[src/sv/pes_pkg.sv]
// Types, constants and helpers of the periodic event scheduler.
// No dependencies; used by the top level and the checker.
`default_nettype none
package pes_pkg;

   localparam int NUM_EVENTS  = 8;
   localparam int IDX_W       = (NUM_EVENTS > 1) ? $clog2(NUM_EVENTS) : 1;
   localparam int CNT_W       = $clog2(NUM_EVENTS + 1);
   localparam int MAX_FIRINGS = 8;
   localparam int FIRE_W      = $clog2(MAX_FIRINGS + 1);

   localparam logic [31:0] MAX_STEP_RESET = 32'd10000;
   localparam logic [31:0] DUE_TIME_MAX   = 32'hFFFF_FFFF;

   localparam logic [2:0] FUNC_TICK     = 3'd0;
   localparam logic [2:0] FUNC_REGISTER = 3'd1;
   localparam logic [2:0] FUNC_FORCE    = 3'd2;
   localparam logic [2:0] FUNC_SYNC     = 3'd3;
   localparam logic [2:0] FUNC_SET_INTV = 3'd4;

   localparam logic [1:0] STATUS_OK        = 2'd0;
   localparam logic [1:0] STATUS_FULL      = 2'd1;
   localparam logic [1:0] STATUS_NOT_FOUND = 2'd2;

   typedef struct packed {
      logic [2:0]  func;
      logic [31:0] new_time;
      logic [7:0]  event_id;
      logic [31:0] interval;
      logic [31:0] offset;
   } req_type;

   typedef struct packed {
      logic        fired;
      logic [7:0]  fired_id;
      logic [2:0]  slot_index;
      logic [31:0] elapsed_time;
      logic [1:0]  status;
      logic        last;
   } rsp_type;

   typedef struct packed {
      logic [7:0]  id;
      logic [31:0] period;
      logic [31:0] start_delay;
      logic [31:0] due;
   } entry_type;

   localparam int ENTRY_W = $bits(entry_type);

   function automatic rsp_type make_status(logic [IDX_W-1:0] slot, logic [31:0] elapsed,
                                           logic [1:0] status);
      rsp_type r;
      r.fired        = 1'b0;
      r.fired_id     = 8'd0;
      r.slot_index   = 3'(slot);
      r.elapsed_time = elapsed;
      r.status       = status;
      r.last         = 1'b1;
      return r;
   endfunction

endpackage
`default_nettype wire

[src/sv/periodic_event_scheduler.sv]
// Periodic event scheduler. The event table (id, period, start delay, due
// time) lives in one synchronous RAM that a sequencer walks one slot per
// cycle. Register items and unused function codes need no table walk.
// Force, set-interval and sync take one table walk. A tick takes one walk
// to find the soonest event plus one more walk per firing (at most 8
// firings). Results leave through an output register, so downstream
// stall only stretches the time spent waiting to emit. Inputs are taken
// one at a time, only while the sequencer is idle and the output register
// can take a result. max_step may be written at any idle time; csr_ready
// stays high. No clearing pass is needed after reset.
`default_nettype none
module periodic_event_scheduler (
   input  wire logic             clock,
   input  wire logic             reset,
   input  wire logic             req_valid,
   output logic                  req_stall,
   input  wire pes_pkg::req_type req_data,
   output logic                  rsp_valid,
   input  wire logic             rsp_stall,
   output pes_pkg::rsp_type      rsp_data,
   input  wire logic             csr_valid,
   output logic                  csr_ready,
   input  wire logic [31:0]      csr_data
);
   typedef enum logic [2:0] {
      ST_IDLE = 3'b001,
      ST_SCAN = 3'b010,
      ST_DONE = 3'b100
   } state_type;

   state_type                  state_ff, state_in;
   pes_pkg::req_type           req_ff, req_in;
   logic [pes_pkg::CNT_W-1:0]  cnt_ff, cnt_in;
   logic [pes_pkg::CNT_W-1:0]  used_ff, used_in;
   logic                       rd_vld_ff, rd_vld_in;
   logic [pes_pkg::IDX_W-1:0]  rd_slot_ff, rd_slot_in;
   logic [pes_pkg::IDX_W-1:0]  best_slot_ff, best_slot_in;
   pes_pkg::entry_type         best_ff, best_in;
   logic                       found_ff, found_in;
   logic [pes_pkg::FIRE_W-1:0] fires_ff, fires_in;
   logic                       pend_valid_ff, pend_valid_in;
   pes_pkg::rsp_type           pend_ff, pend_in;
   logic [31:0]                elapsed_ff, elapsed_in;
   logic [31:0]                prev_raw_ff, prev_raw_in;
   logic                       raw_seen_ff, raw_seen_in;
   logic [31:0]                max_step_ff;
   logic                       rsp_valid_ff;
   pes_pkg::rsp_type           rsp_data_ff;

   // output register side
   logic             out_free;
   logic             emit;
   pes_pkg::rsp_type emit_data;

   // RAM ports
   logic                      wr_en, rd_en;
   logic [pes_pkg::IDX_W-1:0] wr_addr, rd_addr;
   pes_pkg::entry_type        wr_data, rd_data;

   logic        accept;
   logic [31:0] diff;
   logic        do_fire;
   pes_pkg::rsp_type fire_rsp;

   assign out_free  = !rsp_valid_ff || !rsp_stall;
   assign req_stall = !((state_ff == ST_IDLE) && out_free);
   assign accept    = req_valid && !req_stall;
   assign csr_ready = 1'b1;
   assign rsp_valid = rsp_valid_ff;
   assign rsp_data  = rsp_data_ff;
   assign diff      = req_data.new_time - prev_raw_ff;

   pes_ram #(
      .WIDTH(pes_pkg::ENTRY_W),
      .DEPTH(pes_pkg::NUM_EVENTS)
   ) u_table (
      .clock  (clock),
      .wr_en  (wr_en),
      .wr_addr(wr_addr),
      .wr_data(wr_data),
      .rd_en  (rd_en),
      .rd_addr(rd_addr),
      .rd_data(rd_data)
   );

   // Firing result for the soonest entry found by the last walk.
   always_comb begin
      fire_rsp.fired        = 1'b1;
      fire_rsp.fired_id     = best_ff.id;
      fire_rsp.slot_index   = 3'(best_slot_ff);
      fire_rsp.elapsed_time = elapsed_ff;
      fire_rsp.status       = pes_pkg::STATUS_OK;
      fire_rsp.last         = 1'b0;
   end

   assign do_fire = (used_ff != '0) &&
                    (fires_ff != pes_pkg::FIRE_W'(pes_pkg::MAX_FIRINGS)) &&
                    (elapsed_ff >= best_ff.due);

   always_comb begin
      state_in      = state_ff;
      req_in        = req_ff;
      cnt_in        = cnt_ff;
      used_in       = used_ff;
      rd_vld_in     = 1'b0;
      rd_slot_in    = rd_slot_ff;
      best_slot_in  = best_slot_ff;
      best_in       = best_ff;
      found_in      = found_ff;
      fires_in      = fires_ff;
      pend_valid_in = pend_valid_ff;
      pend_in       = pend_ff;
      elapsed_in    = elapsed_ff;
      prev_raw_in   = prev_raw_ff;
      raw_seen_in   = raw_seen_ff;
      emit          = 1'b0;
      emit_data     = pend_ff;
      wr_en         = 1'b0;
      wr_addr       = best_slot_ff;
      wr_data       = best_ff;
      rd_en         = 1'b0;
      rd_addr       = cnt_ff[pes_pkg::IDX_W-1:0];

      case (state_ff)
         ST_IDLE: begin
            if (accept) begin
               req_in       = req_data;
               cnt_in       = '0;
               found_in     = 1'b0;
               best_slot_in = '0;
               case (req_data.func)
                  pes_pkg::FUNC_TICK: begin
                     // latch the raw time; add the step only after the first tick and only below max_step
                     raw_seen_in = 1'b1;
                     prev_raw_in = req_data.new_time;
                     if (raw_seen_ff && (diff < max_step_ff)) begin
                        elapsed_in = elapsed_ff + diff;
                     end
                     fires_in      = '0;
                     pend_valid_in = 1'b0;
                     state_in      = ST_SCAN;
                  end
                  pes_pkg::FUNC_REGISTER: begin
                     emit = 1'b1;
                     if (used_ff >= pes_pkg::CNT_W'(pes_pkg::NUM_EVENTS)) begin
                        emit_data = pes_pkg::make_status('0, elapsed_ff,
                                                         pes_pkg::STATUS_FULL);
                     end else begin
                        // fresh entry is due at once until a sync or force
                        wr_en               = 1'b1;
                        wr_addr             = used_ff[pes_pkg::IDX_W-1:0];
                        wr_data.id          = req_data.event_id;
                        wr_data.period      = req_data.interval;
                        wr_data.start_delay = req_data.offset;
                        wr_data.due         = 32'd0;
                        used_in             = used_ff + 1'b1;
                        emit_data = pes_pkg::make_status(used_ff[pes_pkg::IDX_W-1:0],
                                                         elapsed_ff, pes_pkg::STATUS_OK);
                     end
                  end
                  pes_pkg::FUNC_FORCE, pes_pkg::FUNC_SYNC, pes_pkg::FUNC_SET_INTV: begin
                     state_in = ST_SCAN;
                  end
                  default: begin
                     // unused codes: drop silently
                  end
               endcase
            end
         end

         ST_SCAN: begin
            // issue one read per cycle; data returns in the next cycle
            if (cnt_ff < used_ff) begin
               rd_en      = 1'b1;
               rd_vld_in  = 1'b1;
               rd_slot_in = cnt_ff[pes_pkg::IDX_W-1:0];
               cnt_in     = cnt_ff + 1'b1;
            end
            if (rd_vld_ff) begin
               case (req_ff.func)
                  pes_pkg::FUNC_TICK: begin
                     // strictly earlier wins, so ties keep the lowest slot
                     if ((rd_slot_ff == '0) || (rd_data.due < best_ff.due)) begin
                        best_in      = rd_data;
                        best_slot_in = rd_slot_ff;
                     end
                  end
                  pes_pkg::FUNC_SYNC: begin
                     // read slot and write back the previous one: never the same entry
                     wr_en       = 1'b1;
                     wr_addr     = rd_slot_ff;
                     wr_data     = rd_data;
                     wr_data.due = elapsed_ff + rd_data.start_delay + rd_data.period;
                  end
                  default: begin
                     if (!found_ff && (rd_data.id == req_ff.event_id)) begin
                        found_in     = 1'b1;
                        best_in      = rd_data;
                        best_slot_in = rd_slot_ff;
                     end
                  end
               endcase
            end else if (cnt_ff == used_ff) begin
               state_in = ST_DONE;
            end
         end

         ST_DONE: begin
            case (req_ff.func)
               pes_pkg::FUNC_TICK: begin
                  if (do_fire) begin
                     // a queued firing goes out once a later one is known, or with last set at the end
                     if (!pend_valid_ff || out_free) begin
                        emit          = pend_valid_ff;
                        emit_data     = pend_ff;
                        wr_en         = 1'b1;
                        wr_data.due   = elapsed_ff + best_ff.period;
                        pend_valid_in = 1'b1;
                        pend_in       = fire_rsp;
                        fires_in      = fires_ff + 1'b1;
                        cnt_in        = '0;
                        best_slot_in  = '0;
                        state_in      = ST_SCAN;
                     end
                  end else if (pend_valid_ff) begin
                     if (out_free) begin
                        emit           = 1'b1;
                        emit_data      = pend_ff;
                        emit_data.last = 1'b1;
                        pend_valid_in  = 1'b0;
                        state_in       = ST_IDLE;
                     end
                  end else begin
                     state_in = ST_IDLE;
                  end
               end
               pes_pkg::FUNC_SYNC: begin
                  if (out_free) begin
                     emit      = 1'b1;
                     emit_data = pes_pkg::make_status('0, elapsed_ff, pes_pkg::STATUS_OK);
                     state_in  = ST_IDLE;
                  end
               end
               default: begin
                  if (out_free) begin
                     emit     = 1'b1;
                     state_in = ST_IDLE;
                     if (found_ff) begin
                        wr_en = 1'b1;
                        if (req_ff.func == pes_pkg::FUNC_FORCE) begin
                           wr_data.due = elapsed_ff + req_ff.offset;
                        end else begin
                           wr_data.period = req_ff.interval;
                        end
                        emit_data = pes_pkg::make_status(best_slot_ff, elapsed_ff,
                                                         pes_pkg::STATUS_OK);
                     end else begin
                        emit_data = pes_pkg::make_status('0, elapsed_ff,
                                                         pes_pkg::STATUS_NOT_FOUND);
                     end
                  end
               end
            endcase
         end

         default: begin
            state_in = ST_IDLE;
         end
      endcase
   end

   always_ff @(posedge clock) begin
      if (reset) begin
         state_ff      <= ST_IDLE;
         used_ff       <= '0;
         rd_vld_ff     <= 1'b0;
         pend_valid_ff <= 1'b0;
         fires_ff      <= '0;
         found_ff      <= 1'b0;
         cnt_ff        <= '0;
         elapsed_ff    <= '0;
         prev_raw_ff   <= '0;
         raw_seen_ff   <= 1'b0;
         max_step_ff   <= pes_pkg::MAX_STEP_RESET;
         rsp_valid_ff  <= 1'b0;
      end else begin
         state_ff      <= state_in;
         used_ff       <= used_in;
         rd_vld_ff     <= rd_vld_in;
         pend_valid_ff <= pend_valid_in;
         fires_ff      <= fires_in;
         found_ff      <= found_in;
         cnt_ff        <= cnt_in;
         elapsed_ff    <= elapsed_in;
         prev_raw_ff   <= prev_raw_in;
         raw_seen_ff   <= raw_seen_in;
         if (csr_valid && csr_ready) begin
            max_step_ff <= csr_data;
         end
         // hold a stalled result, advance on transfer
         if (emit) begin
            rsp_valid_ff <= 1'b1;
         end else if (!rsp_stall) begin
            rsp_valid_ff <= 1'b0;
         end
      end
   end

   always_ff @(posedge clock) begin
      req_ff       <= req_in;
      rd_slot_ff   <= rd_slot_in;
      best_slot_ff <= best_slot_in;
      best_ff      <= best_in;
      pend_ff      <= pend_in;
      if (emit) begin
         rsp_data_ff <= emit_data;
      end
   end
endmodule
`default_nettype wire

[src/sv/pes_ram.sv]
// Generic single-write, single-read synchronous RAM with registered read.
// No dependencies.
`default_nettype none
module pes_ram #(
   parameter int WIDTH = 8,
   parameter int DEPTH = 8
) (
   input  wire logic                                    clock,
   input  wire logic                                    wr_en,
   input  wire logic [((DEPTH > 1) ? $clog2(DEPTH) : 1)-1:0] wr_addr,
   input  wire logic [WIDTH-1:0]                        wr_data,
   input  wire logic                                    rd_en,
   input  wire logic [((DEPTH > 1) ? $clog2(DEPTH) : 1)-1:0] rd_addr,
   output logic      [WIDTH-1:0]                        rd_data
);
   logic [WIDTH-1:0] mem [DEPTH];

   always_ff @(posedge clock) begin
      if (wr_en) begin
         mem[wr_addr] <= wr_data;
      end
      if (rd_en) begin
         rd_data <= mem[rd_addr];
      end
   end
endmodule
`default_nettype wire

[config.mk]
export PLATFORM = sky130hd
export DESIGN_NAME = periodic_event_scheduler
export DESIGN_NICKNAME = d
export VERILOG_FILES = /design/src/sv/pes_pkg.sv /design/src/sv/periodic_event_scheduler.sv /design/src/sv/pes_ram.sv
export SDC_FILE = /design/constraint.sdc
export NUM_CORES = 2
export LEC_CHECK = 0
export ABC_AREA = 1
export BUFFER_PORTS_ARGS = -buffer_cell sky130_fd_sc_hd__buf_2
export CAP_MARGIN = 20
export CORE_MARGIN = 2
export CORE_UTILIZATION = 55
export CTS_CLUSTER_SIZE = 20
export DETAILED_ROUTE_END_ITERATION = 8
export PLACE_DENSITY = 0.72
export SLEW_MARGIN = 20
export SYNTH_ARGS = -nofsm -noshare
export SYNTH_HDL_FRONTEND = slang
export SYNTH_SLANG_ARGS = --single-unit
[constraint.sdc]
create_clock -name clock -period 9.3 [get_ports clock]
set_input_delay 1.395 -clock clock [delete_from_list [all_inputs] [get_ports clock]]
set_output_delay 1.395 -clock clock [all_outputs]
set_load 0.005 [all_outputs]
==> results.py <==
metrics = {
    "worst_setup_path": {
        "cp-end-kind": "register",
        "path_max_fanout": 51,
        "crit_arrival_ns": 5.72,
        "cp.required_ns": 9.69,
        "critPathLaunchType": "input port",
        "path_class": "in2reg",
    },
    "yosys": {
        "ys_ff_latch": 1327,
        "syn_nets": 6558,
        "synthSimpleGateAreaFrac_pct": 14.32,
        "synth_compound_area_share_pct": 13.32,
        "ys_types": 55,
        "yosysWarnings": 0,
        "synth-async-reset-ratio_pct": 0,
        "synth_seq_area_share_pct": 61.00,
        "synth_xor_area_share_pct": 1.188,
        "syn_area_mm2": 0.06342,
        "muxShareOfSynthArea_pct": 0,
        "ys.flop_type": "edfxtp_1",
        "synth_cells": 6121,
        "synthAdderAreaFrac_pct": 6.206,
        "synth-edff-count": 1211,
        "avgSynthCellArea_um2": 10.36,
        "synth_top_family_by_area": "simple AND/OR/NAND/NOR gates",
    },
    "floorplanning": {
        "ios": 194,
        "die_area_mm2": 0.1180,
        "row_count": 124,
        "core_mm2": 0.1143,
        "fp.dieW_um": 343.6,
        "start_util_pct": 55.47,
        "die_y_um": 343.6,
    },
    "clock_tree": {
        "cts_sinks": 1327,
        "cts_tree": "yes",
        "cts_resized": 0,
        "cts_made_buffers": 139,
        "clkLatencyLatePin_ns": 0.79,
        "cts_buffer_depth": 3,
        "h-tree-depth": 4,
        "cts_root_buffer": "clkbuf_16",
        "clkTransAtPathRegs_ns": 0.06,
        "cts_setup_buffers": 0,
        "cts_hold_buf": 0,
    },
    "job": {
        "timing.max_cap.violations": 0,
    },
    "timing": {
        "tightest_slew_ns": 1.198,
        "slew_viol_final": 0,
        "period_share_pct": 57.32,
        "fmax_mhz": 187.6,
        "layout_min_cycle_time_ns": 5.331,
        "finalSetupViolations": 0,
        "rsz0062_at_grt": "false",
        "clock-skew-final_ns": 0.03143,
        "setup_tns_ns": 0,
        "relSlewSlack_pct": 20.15,
        "hold_viol": 0,
    },
    "cells_and_area": {
        "nets": 6724,
        "design_area_mm2": 0.07064,
        "fillers": 9154,
        "area_growth_syn_to_layout_pct": 11.38,
        "drive_gt1_share_pct": 8.497,
        "seqCellArea_mm2": 0.03869,
        "multi_input_area_mm2": 0.02233,
        "layout_common_cells": "edfxtp_1, nor2_1, nand2_1",
        "layout.cells.most_common": "edfxtp_1",
    },
    "pwr": {
        "powerDensity_mw_per_mm2": 208.1,
        "finalPower_uw": 14700,
        "vdd_ir_drop_max_uv": 253.8,
        "power.leakage_uw": 0.02668,
    },
    "drt": {
        "drc": 0,
        "via_per_inst": 6.047,
        "vias": 47860,
        "wl_per_cell_um": 24.42,
        "dr.pass1.iters": 8,
        "drtIter0Drc": 5853,
        "drt.antenna.violating_nets": 0,
        "wl_mm": 193.3,
    },
    "grt": {
        "gr-usage-all-layers_pct": 32.56,
        "overflow": 0,
        "grt_pass1_vias": 44580,
        "grt_pass1_wl_mm": 283.7,
        "antenna_found_initial": 4,
        "grt_start_max_net_pins": 197,
    },
    "placement": {
        "place_area_mm2": 0.06608,
        "place_hpwl_mm": 129.7,
        "port_buffers": 192,
        "gp_congestion": 1.032,
    },
    "hold_path": {
        "min_path_type": "reg2reg",
    },
    "run_status": {
        "outcome": "complete, no violations",
    },
}
[synth_stat cells, types with 42 or more instances]
cell,count,area (um2)
edfxtp_1,1211,36360
nor2_1,1013,3802
nand2_1,870,3266
o21ai_0,705,3528
inv_1,393,1475
a21oi_1,369,1847
ha_1,257,3216
nand3_1,214,1071
clkbuf_1,202,758.2
a31oi_1,121,757.0
dfxtp_1,116,2322
o22ai_1,110,688.2
a22oi_1,69,518.0
xor2_1,48,420.4
nand4_1,42,262.8
[report_power, final]
part	internal [uW]	total [uW]	switching (uW)
registers	7120	7190	69.9
logic	446	1960	1510
clock network	3200	5560	2350
total	10800	14700	3930
[worst paths after layout]
| check | slack [ns] | end | startpoint | cells after the start |
|---|---|---|---|---|
| min reg2reg | 0.46 | prev_raw_ff[26]$_SDFFE_PP0P_ | prev_raw_ff[26]$_SDFFE_PP0P_ | 2 |
| min | 0.46 | prev_raw_ff[26]$_SDFFE_PP0P_ | prev_raw_ff[26]$_SDFFE_PP0P_ | 2 |
| max reg2reg | 3.99 | u_table.mem[3][45]$_DFFE_PP_ | req_ff[106]$_DFFE_PP_ | 12 |
| max | 3.97 | u_table.mem[4][49]$_DFFE_PP_ | rsp_stall | 13 |
[sequential cells by signal (all words and copies together), names as in the netlist, 43 cells and up]
name,cells
u_table.mem,832
best_ff,104
u_table.rd_data,104
req_ff,75
rsp_data,47
pend_ff,43
[through the flow]
| step | std cells | utilization, % | setup WS [ns] | hold WS, ns |
|---|---|---|---|---|
| detailed placement | 7658 | 57.79 | 3.238 | 0.4497 |
| CTS | 7914 | 61.78 | 4.090 | 0.4625 |
| global route | 7914 | 61.78 | 3.744 | 0.4718 |
| finish | 7915 | 61.78 | 3.969 | 0.4576 |
| floorplan | 6121 | - | 1.768 | 0.4208 |
| global placement | 7658 | 57.79 | 3.373 | 0.4441 |
[cells by family after synthesis]
kind of cell | count (synthesis)
xor gates and xnor gates | 86
AOI/OAI and AO/OA | 1515
DFF | 1327
adders and majority gates | 293
and+or+nand+nor | 2242
other | 1
buffers and inverters | 657
[layout make-up]
type / instances / share of cell area [%]
multi-input combinational: 4137 / 31.61
sequential: 1327 / 54.77
inverter: 409 / 2.203
clock buffer: 175 / 5.280
tap: 1512 / 2.678
timing repair buffer: 273 / 2.274
clock inverter: 81 / 1.174
antenna: 1 / 0.003542
[critical path, cell delays in order]
cell and delay (ns):
buf_2 0.10, nand2_1 0.10, inv_1 0.21, nor2_2 0.21, nand2_2 0.11, nor3_4 0.26
nand2_2 0.23, nand2_4 0.20, nand3_4 0.64, a21oi_2 0.50, nand2_1 0.26, nor2_4 0.59
buf_4 0.74
[per-layer routing]
metal | global-route usage, % | routed length (um) | vias to the layer above | share of wire [%]
li1 | - | - | 22080 | -
met1 | 45.11 | 79470 | 23180 | 41
met2 | 51.04 | 88070 | 2224 | 46
met3 | 6.322 | 17800 | 375 | 9.2
met4 | 12.59 | 7915 | 4 | 4.1
met5 | 0 | 21 | - | 0.011
Note: power is estimated with default switching activity, not from simulation.
